**src/hw/rtl/page_read_cache_lru_core_defines.svh**
```systemverilog
// Assertion macros for the page read cache core
`ifndef PAGE_READ_CACHE_LRU_CORE_DEFINES_SVH
`define PAGE_READ_CACHE_LRU_CORE_DEFINES_SVH
`ifndef SYNTHESIS
`define PRC_ASSERT(label, clk, rst, prop, msg) \
  label: assert property (@(posedge clk) disable iff (rst) prop) else $error(msg);
`define PRC_ASSERT_NR(label, clk, prop, msg) \
  label: assert property (@(posedge clk) prop) else $error(msg);
`else
`define PRC_ASSERT(label, clk, rst, prop, msg)
`define PRC_ASSERT_NR(label, clk, prop, msg)
`endif
`endif

```
**src/hw/rtl/prc_pkg.sv**
```systemverilog
// Shared types and constants for the page read cache core
package prc_pkg;
  localparam int DEF_ENTRIES = 8;
  localparam int TAG_W = 40;
  localparam int TIME_W = 48;
  localparam int STAMP_W = 64;

  typedef enum logic [1:0] {
    OP_LOOKUP   = 2'd0,
    OP_FILL     = 2'd1,
    OP_INV_PAGE = 2'd2,
    OP_INV_BLK  = 2'd3
  } op_t;

  typedef struct packed {
    logic [1:0]         op;
    logic [TAG_W-1:0]   tag;
    logic [TIME_W-1:0]  tval;
    logic [STAMP_W-1:0] stamp;
  } req_t;

  typedef struct packed {
    logic               valid;
    logic               match;
    logic               ready;
    logic [STAMP_W-1:0] stamp;
  } cell_stat_t;
endpackage

```
**src/hw/rtl/prc_cell.sv**
```systemverilog
// One cache entry with tag compare and update logic
module prc_cell
  import prc_pkg::*;
(
  input  logic       clk,
  input  logic       rst,
  input  req_t       req,
  input  logic       wr_en,
  input  logic       inv_en,
  input  logic       touch_en,
  output cell_stat_t stat
);
  logic               valid;
  logic [TAG_W-1:0]   tag;
  logic [TIME_W-1:0]  ready_time;
  logic [STAMP_W-1:0] stamp;
  logic               pg_match;
  logic               blk_match;

  assign pg_match  = (tag[31:0] == req.tag[31:0]);
  assign blk_match = (tag[31:10] == req.tag[31:10]);

  always_comb begin
    stat.valid = valid;
    stat.match = valid && (tag == req.tag);
    stat.ready = (ready_time <= req.tval);
    stat.stamp = stamp;
  end

  always_ff @(posedge clk) begin
    if (rst) begin
      valid <= 1'b0;
    end else if (wr_en) begin
      valid <= 1'b1;
    end else if (inv_en && ((req.op == OP_INV_PAGE && pg_match) ||
                            (req.op == OP_INV_BLK && blk_match))) begin
      valid <= 1'b0;
    end
  end

  always_ff @(posedge clk) begin
    if (wr_en) begin
      tag        <= req.tag;
      ready_time <= req.tval;
      stamp      <= req.stamp;
    end else if (touch_en) begin
      stamp      <= req.stamp;
    end
  end
endmodule

```
**src/hw/rtl/page_read_cache_lru_core.sv**
```systemverilog
// Top level of the page read cache core: a row of tag cells with LRU fill
// An accepted start sets pend, and pend in turn registers the result strobe.
// A start is not taken while busy; busy is high for the cycle after start.
// The request is registered; with pend high, all cells compare in parallel and update.
// Reset clears all valid bits and the use clock; entry payloads are not reset.
`include "page_read_cache_lru_core_defines.svh"
module page_read_cache_lru_core
  import prc_pkg::*;
#(
  parameter int ENTRIES = DEF_ENTRIES
) (
  input  logic        clk,
  input  logic        rst,
  input  logic        start,
  output logic        busy,
  input  logic [1:0]  op,
  input  logic [2:0]  stack_id,
  input  logic [3:0]  die_id,
  input  logic [2:0]  plane_id,
  input  logic [11:0] block_id,
  input  logic [9:0]  page_id,
  input  logic [7:0]  generation,
  input  logic [47:0] time_value,
  output logic        strobe,
  output logic        hit,
  output logic        evicted
);
  localparam int IDX_W = (ENTRIES > 1) ? $clog2(ENTRIES) : 1;

  req_t               req;
  logic               pend;
  logic [STAMP_W-1:0] use_clock;
  cell_stat_t         stat [ENTRIES];
  logic [ENTRIES-1:0] wr_en;
  logic [ENTRIES-1:0] touch_en;
  logic               hit_c;
  logic               evict_c;
  logic               bump;

  assign busy = pend;

  always_ff @(posedge clk) begin
    if (start && !busy) begin
      req.op    <= op;
      req.tag   <= {generation, stack_id, die_id, plane_id, block_id, page_id};
      req.tval  <= time_value;
      req.stamp <= use_clock + STAMP_W'(1);
    end
  end

  always_comb begin
    logic             found;
    logic [IDX_W-1:0] vic;
    logic             have;
    logic             done;
    found    = 1'b0;
    vic      = '0;
    have     = 1'b0;
    done     = 1'b0;
    wr_en    = '0;
    touch_en = '0;
    hit_c    = 1'b0;
    evict_c  = 1'b0;
    for (int i = 0; i < ENTRIES; i++) begin
      if (!found && stat[i].match && stat[i].ready) begin
        found = 1'b1;
        touch_en[i] = pend && (req.op == OP_LOOKUP);
      end
      if (!done) begin
        if (!stat[i].valid || stat[i].match) begin
          vic  = IDX_W'(i);
          done = 1'b1;
        end else if (!have || stat[i].stamp < stat[vic].stamp) begin
          vic  = IDX_W'(i);
          have = 1'b1;
        end
      end
    end
    if (pend && req.op == OP_LOOKUP) hit_c = found;
    if (pend && req.op == OP_FILL) begin
      wr_en[vic] = 1'b1;
      evict_c    = stat[vic].valid;
    end
  end

  assign bump = hit_c || (pend && req.op == OP_FILL);

  for (genvar g = 0; g < ENTRIES; g++) begin : g_cell
    prc_cell u_cell (
      .clk      (clk),
      .rst      (rst),
      .req      (req),
      .wr_en    (wr_en[g]),
      .inv_en   (pend),
      .touch_en (touch_en[g]),
      .stat     (stat[g])
    );
  end

  always_ff @(posedge clk) begin
    if (rst) begin
      pend      <= 1'b0;
      strobe    <= 1'b0;
      use_clock <= '0;
    end else begin
      pend   <= start && !busy;
      strobe <= pend;
      if (bump) use_clock <= req.stamp;
    end
  end

  always_ff @(posedge clk) begin
    hit     <= hit_c;
    evicted <= evict_c;
  end

  `PRC_ASSERT(a_strobe_follows, clk, rst, pend |=> strobe, "result strobe missing")
  `PRC_ASSERT(a_one_write, clk, rst, $onehot0(wr_en), "fill wrote several cells")
  `PRC_ASSERT(a_one_touch, clk, rst, $onehot0(touch_en), "lookup refreshed several cells")
  `PRC_ASSERT(a_no_both, clk, rst, strobe |-> !(hit && evicted), "hit and evicted together")
  `PRC_ASSERT_NR(a_rst_idle, clk, rst |=> !pend && !strobe, "control not cleared by reset")
endmodule
```
**config.mk**
```make
export PLATFORM = sky130hd
export DESIGN_NAME = page_read_cache_lru_core
export DESIGN_NICKNAME = d
export VERILOG_FILES = /design/src/hw/rtl/prc_pkg.sv /design/src/hw/rtl/prc_cell.sv /design/src/hw/rtl/page_read_cache_lru_core.sv
export VERILOG_INCLUDE_DIRS = /design/src /design/src/hw/rtl
export SDC_FILE = /design/constraint.sdc
export NUM_CORES = 2
export LEC_CHECK = 0
export ABC_AREA = 1
export BUFFER_PORTS_ARGS = -buffer_cell sky130_fd_sc_hd__buf_4
export CAP_MARGIN = 10
export CORE_MARGIN = 10
export CORE_UTILIZATION = 60
export CTS_CLUSTER_DIAMETER = 80
export DETAILED_ROUTE_END_ITERATION = 8
export GPL_ROUTABILITY_DRIVEN = 0
export PLACE_DENSITY_LB_ADDON = 0.08
export SLEW_MARGIN = 20
export SYNTH_ARGS = -nofsm -noshare
export SYNTH_HDL_FRONTEND = slang
export SYNTH_SLANG_ARGS = --single-unit
```
**constraint.sdc**
```tcl
create_clock -name clk -period 41.2 [get_ports clk]
set_clock_uncertainty 0.15 [all_clocks]
set_input_delay 10.3 -clock clk [delete_from_list [all_inputs] [get_ports clk]]
set_output_delay 10.3 -clock clk [all_outputs]
set_load 0.005 [all_outputs]
```
# == After elaboration in Yosys (flattened, before gate mapping) ==
# Index checks and enable logic that the tools add are counted.
# word_totals
wordCells,340
register_bits,1446
in_bits,93
output_inout_bits,4
# classes
muxes,126
n_eq_ne,27
add_sub_neg,1
n_reduce_logical,114
n_bitwise,7
magnitude_cmp,24
# ops
operator,count
64-bit two-way mux,28
67-bit binary-select mux with 3-bit select,7
64-bit less-than comparator,7
48-bit less-or-equal comparator,8
40-bit == test,8
32-bit == test,8
22-bit == test,8
67-bit two-way mux,2
1-bit two-way mux,69
64-bit by 1-bit adder with 64-bit output (second input constant),1
3-bit two-way mux,18
1-bit logical AND,51
2-bit nonzero test,16
4-bit >= comparator (second input constant),7
3-bit inverter with 4-bit output,7
1-bit logical OR,24
1-bit zero test,22
8-bit two-way mux,1
2-bit == test (second input constant),2
3-bit by 4-bit less-than comparator with 1-bit output (second input constant),1
1-bit demux with 3-bit select,1
3-bit by 1-bit >= comparator with 1-bit output (second input constant),1
2-bit by 1-bit == test with 1-bit output (second input constant),1
2-bit zero test,1

# == Longest topological paths before layout ==
# depth
depth_word,67
ltp_mapped,151
ltp_nobuf,142

# == Modules after synthesis ==
# A second synthesis with hierarchy kept.
# unflattened
hier_cells,8873
area_unflattened_um2,82761.9
# modules_own_cells
module,cells_per_inst,area_per_inst_um2,n_inst,seq_area_each_um2
prc_cell,555,6657.6,8,4584.4
page_read_cache_lru_core,4433,29500.8,1,5985.7

# == Worst setup path after synthesis ==
# Ideal clock, no wire load.
# synth_path
path_kind,reg-to-reg
from,register req[138] (netlist name)
to,register g_cell[7].u_cell.ready_time[0] (enable)
n_path_buf,16
setup_ns,0.537
period_less_slack_ns,20.468
required_ns,40.513
setup_slack_ns,20.732
arrival_ns,19.781
path_stages_with_launch,119
path_cell_list,edfxtp_1 -> buf_2 -> xnor2_1 -> nand2_1 -> nor2_1 -> nand3_1 -> nor2_1 -> nand3_1 -> nand2_2 -> inv_1 -> nand2_4 -> clkbuf_1 -> clkbuf_1 -> nand2_1 -> o21ai_0 -> ha_1 -> a21oi_1 -> nor2_1 -> (+83 left out) -> clkbuf_1 -> nand2_1 -> a221oi_1 -> a21oi_1 -> ha_1 -> nand2_1 -> nor2_1 -> a211oi_1 -> o221ai_1 -> nand2_1 -> o211ai_1 -> a31oi_1 -> nand2_1 -> nand2_2 -> nand2_4 -> nand2_4 -> nand2_2 -> nor2_1
# synth_between
elab_chain_cells,66
elab_cells_between_ends,126
classes_between,order compare (8); eq/ne (8); mux (74); bitwise (6); reduce/logical (30)
# synth_rtl
item,line_no,rtl
40-bit == test,prc_cell.sv:25,stat.match = valid && (tag == req.tag);
1-bit logical AND,prc_cell.sv:25,
1-bit logical OR,page_read_cache_lru_core.sv:70,if (!stat[i].valid || stat[i].match) begin
1-bit logical OR,page_read_cache_lru_core.sv:73,end else if (!have || stat[i].stamp < stat[vic].stamp) begin
1-bit two-way mux,page_read_cache_lru_core.sv:73,
1-bit two-way mux,page_read_cache_lru_core.sv:70,
1-bit two-way mux,page_read_cache_lru_core.sv:69,if (!done) begin
3-bit inverter with 4-bit output (not written as such),page_read_cache_lru_core.sv:73,
(+51 left out),-,
3-bit two-way mux,page_read_cache_lru_core.sv:70,
3-bit two-way mux *,page_read_cache_lru_core.sv:69,
3-bit by 4-bit less-than comparator with 1-bit output (not written as such) or 3-bit by 1-bit >= comparator with 1-bit output (tied branches),page_read_cache_lru_core.sv:81,wr_en[vic] = 1'b1;
1-bit logical AND (not written as such),page_read_cache_lru_core.sv:81,
1-bit two-way mux (not written as such),page_read_cache_lru_core.sv:81,
1-bit demux with 3-bit select *,page_read_cache_lru_core.sv:81,
8-bit two-way mux *,page_read_cache_lru_core.sv:80,if (pend && req.op == OP_FILL) begin
via g_cell[7].u_cell.wr_en,prc_cell.sv:8,"input logic wr_en,"
"end signal, assigned",prc_cell.sv:44,ready_time <= req.tval;
"end, declared",prc_cell.sv:15,logic [TIME_W-1:0] ready_time;
# The timed path passes the listed nets; every way through them passes the cells marked *. The select of a mux whose other input is x is not followed.
# A chain may end at the register's enable or synchronous reset.

# == Final worst setup path ==
# layout_path
from,register req[130] (netlist name)
to,register g_cell[1].u_cell.ready_time[46] (enable)
# layout_between
elab_chain_cells,66
elab_cells_between_ends,126
classes_between,order compare (8); eq/ne (8); mux (74); bitwise (6); reduce/logical (30)
# layout_rtl
item,line_no
40-bit == test,prc_cell.sv:25
1-bit logical AND,prc_cell.sv:25
1-bit logical OR,page_read_cache_lru_core.sv:70
1-bit logical OR,page_read_cache_lru_core.sv:73
1-bit two-way mux,page_read_cache_lru_core.sv:73
1-bit two-way mux,page_read_cache_lru_core.sv:70
1-bit two-way mux,page_read_cache_lru_core.sv:69
3-bit inverter with 4-bit output (not written as such),page_read_cache_lru_core.sv:73
(+51 left out),-
3-bit two-way mux,page_read_cache_lru_core.sv:70
3-bit two-way mux *,page_read_cache_lru_core.sv:69
3-bit by 4-bit less-than comparator with 1-bit output (not written as such) or 3-bit by 1-bit >= comparator with 1-bit output (tied branches),page_read_cache_lru_core.sv:81
1-bit logical AND (not written as such),page_read_cache_lru_core.sv:81
1-bit two-way mux (not written as such),page_read_cache_lru_core.sv:81
1-bit demux with 3-bit select *,page_read_cache_lru_core.sv:81
8-bit two-way mux *,page_read_cache_lru_core.sv:80
via g_cell[1].u_cell.wr_en,prc_cell.sv:8
"end signal, assigned",prc_cell.sv:44
"end, declared",prc_cell.sv:15
# Marks and branches as above.

==> summary.md <==
## Status
- **outcome** finished clean

## Logic synthesis
- **number of synthesis warnings** 0
- **cell area after synthesis** 79100 um2
- **Synth Instances** 7571
- **number of synthesized register bits** 1446
- **post-synthesis sequential area ratio** 53.9%
- **total nets after synthesis** 8490
- **number of enable flip-flop cells after synthesis** 1370
- **leading register cell type out of synthesis** edfxtp_1
- **library cells used by synthesis** 67
- **Avg Inst Size Synth** 10.5 um2
- **ys async rst share** 0%

## Power and ir drop
- **proportion of total power due to net switching** 23.1%
- **leakage** 34.1 nW
- **sw power** 0.771 mW
- **clock network fraction of design power** 44.7%
- **sequential cell fraction of total power** 49.9%
- **total internal power** 2.56 mW
- **Max VDD drop** 0.0438 mV
- **areal power density over the cells** 38.1 nW/um2
- **combinational group share of total power** 5.5%

## Clock tree
- **TritonCTS sink count** 1446
- **CTS H-tree lvls** 4
- **Skew-Pair Late Insertion Delay** 820 ps
- **Max clock buf depth** 3
- **cell at the root of the clock tree** clkbuf_16
- **buffers inserted by post-CTS timing repair** 0
- **hold buffers post-CTS** 0
- **TritonCTS clock tree** yes
- **clock buffer count from CTS** 160
- **count of cells resized by post-cts repair** 0
- **Clock Pin Slew Worst Setup and Hold Paths** 60 ps

## Min path
- **end of the worst hold path** use_clock[1]
- **worst min-delay path startpoint** use_clock[1]
- **min-delay worst type** flip-flop to flip-flop
- **hold-critical path depth** 2

## Setup path
- **slack of the worst reg-to-reg path** 10280 ps
- **required time of the critical path** 41480 ps
- **count of cells along the worst register-to-register path** 111
- **r2r startpoint** req[130]
- **endpoint type of the worst setup path** flip-flop
- **WP data arrival** 31190 ps
- **Most common cell on crit path** nand2_1
- **cell with the largest stage delay on the worst path** a2111oi_0
- **CP Class** flip-flop to flip-flop
- **CP max stage delay** 920 ps
- **largest driver fanout on the critical path** 128
- **startpoint type of the worst setup path** flip-flop
- **worst r2r dst** g_cell[1].u_cell.ready_time[46]

## Layout
- **number of nets in the finished design** 8533
- **footprint of the multi-input gates** 33300 um2
- **area overhead of the layout relative to synthesis** 10.3%
- **layout cell share with drive strength beyond 1** 6.83%
- **count of fill cells added during filler insertion** 9832
- **Sequential Area** 42700 um2

## Floorplan
- **Die Span X** 383 um
- **Initial Utilization** 60.3%
- **placeable core area** 131000 um2
- **num ports** 97
- **height of the die** 383 um
- **Die Footprint** 147000 um2
- **std cell rows** 133

## Global route
- **antenna violations before repair** 3
- **total congestion overflow** 0
- **overall global routing resource usage** 31.4%
- **largest net degree at the start of global routing** 129
- **global-route wire length before repair** 354 mm
- **vias in the first global route** 58500

## Timing
- **crit path time final** 30920 ps
- **slack of the critical path** 10280 ps
- **Worst Max-Slew Pin Slew** 1170 ps
- **setup repair after global routing missed its margin** false
- **# setup viols final** 0
- **portion of the clock cycle consumed by the worst path in the final layout** 75.0%
- **final setup TNS** 0 ps
- **number of hold-slack violations in the final timing report** 0
- **worst relative slew slack** 19.6%
- **Achievable Freq** 0.0323 GHz
- **Max Slew Vio Count** 0

## Place
- **setup slack at placement** 11370 ps
- **count of input and output buffers** 96
- **post-detailed-placement half-perimeter wirelength** 161 mm

## Drt
- **remaining design rule violation count** 0
- **average wire length per cell after detail routing** 24.8 um
- **violation count after the first detailed-route iteration** 7192
- **total wirelength of the detailed-routed design** 236 mm
- **detail-routed via count per cell** 6.35
- **Pre-antenna DRT Iters** 7
- **Antenna Violating Nets Remaining** 0
- **via count** 60400

## Job
- **count of max-cap constraint violations** 0

[registers in the layout (all words and copies together) (netlist names)]
name                      cells
busy                          1
evicted                       1
g_cell.u_cell.valid           8
strobe                        1
g_cell.u_cell.stamp         512
g_cell.u_cell.tag           320
req                         154
g_cell.u_cell.ready_time    384
use_clock                    64
hit                           1
[layer usage]
metal	up-vias	GRT usage, %	part of all wire (%)
met5	-	0	0.011
met4	4	16.2	5.5
met3	711	6.05	9.5
met2	3317	49.5	46
met1	28800	41.1	39
li1	27500	-	-
[critical path, delay by kind of cell, from the launching register on]
| kind | cells | cell delay [ps] |
|---|---|---|
| and+or+nand+nor | 70 | 15230 |
| buffers and inverters | 18 | 7770 |
| AOI/OAI and AO/OA | 17 | 4060 |
| adders and majority gates | 6 | 1920 |
| DFF | 1 | 780 |
[cell type report]
cell class              instances  share of cell area (%)
diodes                          1                 0.00287
clock buffers                 204                    4.94
clock inverters                86                    1.34
inverters                     604                    2.62
multi-input cells            5227                    38.1
flip-flops and latches       1446                    48.9
well taps                    1755                    2.52
repair buffers                175                    1.60
[cell usage in the layout, fill, tap and decap left out, types with 43 or more instances in the layout]
cell type	netlist	routed
nor3_1	83	81
ha_1	826	826
a31oi_1	43	43
nor4_1	62	61
o211ai_1	60	60
o21ai_0	723	723
clkbuf_16	0	163
edfxtp_1	1370	1370
nand4_1	159	159
o22ai_1	51	48
nand2_1	1225	1221
dfxtp_1	76	76
buf_4	4	170
a21oi_1	613	613
xnor2_1	173	173
xor2_1	142	142
a211oi_1	58	58
inv_1	588	578
nand3_1	355	355
nor2_1	388	383
[synthesized netlist by cell type (all sizes together), types with 3 or more instances]
master   number  area, um2
a32oi        14        123
nor3         83        415
nor4b         4       35.0
o311a         9       90.1
xnor2       173       1520
or3           4       25.0
o21a          6       45.0
ha          826      10300
nand4       159        995
o21bai        5       41.3
a221oi        7       61.3
a211oi       58        435
a21boi       25        188
a21oi       614       3080
o31ai         7       52.6
buf          67        333
or2          44        275
edfxtp     1370      41100
o211ai       60        450
o221a         6       67.6
nand3       355       1780
nand3b        5       37.5
nor2        394       1500
a2111oi       5       43.8
and3          5       31.3
dfxtp        76       1520
nor4         62        388
o311ai        3       26.3
a21o          7       52.6
o221ai       29        254
clkbuf      227        852
inv         601       2260
nand2      1241       4720
or4           3       22.5
nor3b         6       45.0
o21ai       727       3640
a32o         12        120
o2111ai      14        123
clkinv        3       11.3
a31oi        43        269
o22ai        51        319
xor2        142       1240
o32ai         8       70.1
[power groups by stage]
| stage | clock network, mW | logic, mW | registers, mW |
|---|---|---|---|
| 6_report | 1.49 | 0.182 | 1.66 |
| 3_3_place_gp | 0 | 0.172 | 1.69 |
| 5_1_grt | 1.56 | 0.203 | 1.66 |
| 4_1_cts | 1.50 | 0.180 | 1.66 |
| 2_1_floorplan | 0 | 0.125 | 1.67 |
| 3_5_place_dp | 0 | 0.178 | 1.69 |
[through the flow]
| step | std cells | hold WS (ps) | cell area (um2) | utilization [%] | total power [mW] |
|---|---|---|---|---|---|
| 6_report | 9498 | 330 | 87300 | 66.5 | 3.33 |
| 4_1_cts | 9493 | 330 | 87200 | 66.4 | 3.34 |
| 2_1_floorplan | 7571 | 293 | 79100 | - | 1.80 |
| 3_5_place_dp | 9203 | 320 | 81700 | 62.2 | 1.87 |
| 3_3_place_gp | 9203 | 304 | 81700 | 62.2 | 1.86 |
| 5_1_grt | 9497 | 338 | 87300 | 66.5 | 3.43 |
[kinds of logic after synthesis]
kind of cell / count (synthesis) / share of synthesized area, %
AO/OA/AOI/OAI: 1721 / 12.2
XOR/XNOR: 315 / 3.49
buffers and inverters: 898 / 4.36
adder cells (fa/ha/maj): 826 / 13.1
AND/OR/NAND/NOR: 2365 / 13.0
flip-flops: 1446 / 53.9
[how the worst max path moves through the flow]
stage                   from                         endpoint  slack (ps)
finish              req[130]  g_cell[1].u_cell.ready_time[46]       10280
CTS                 req[114]  g_cell[7].u_cell.ready_time[39]       11200
global route        req[124]  g_cell[1].u_cell.ready_time[46]        9340
floorplan           req[138]   g_cell[7].u_cell.ready_time[0]       20730
detailed placement  req[114]  g_cell[7].u_cell.ready_time[39]       11370
global placement    req[115]  g_cell[7].u_cell.ready_time[39]       11700
No activity file was read; power rests on OpenSTA's default activity.
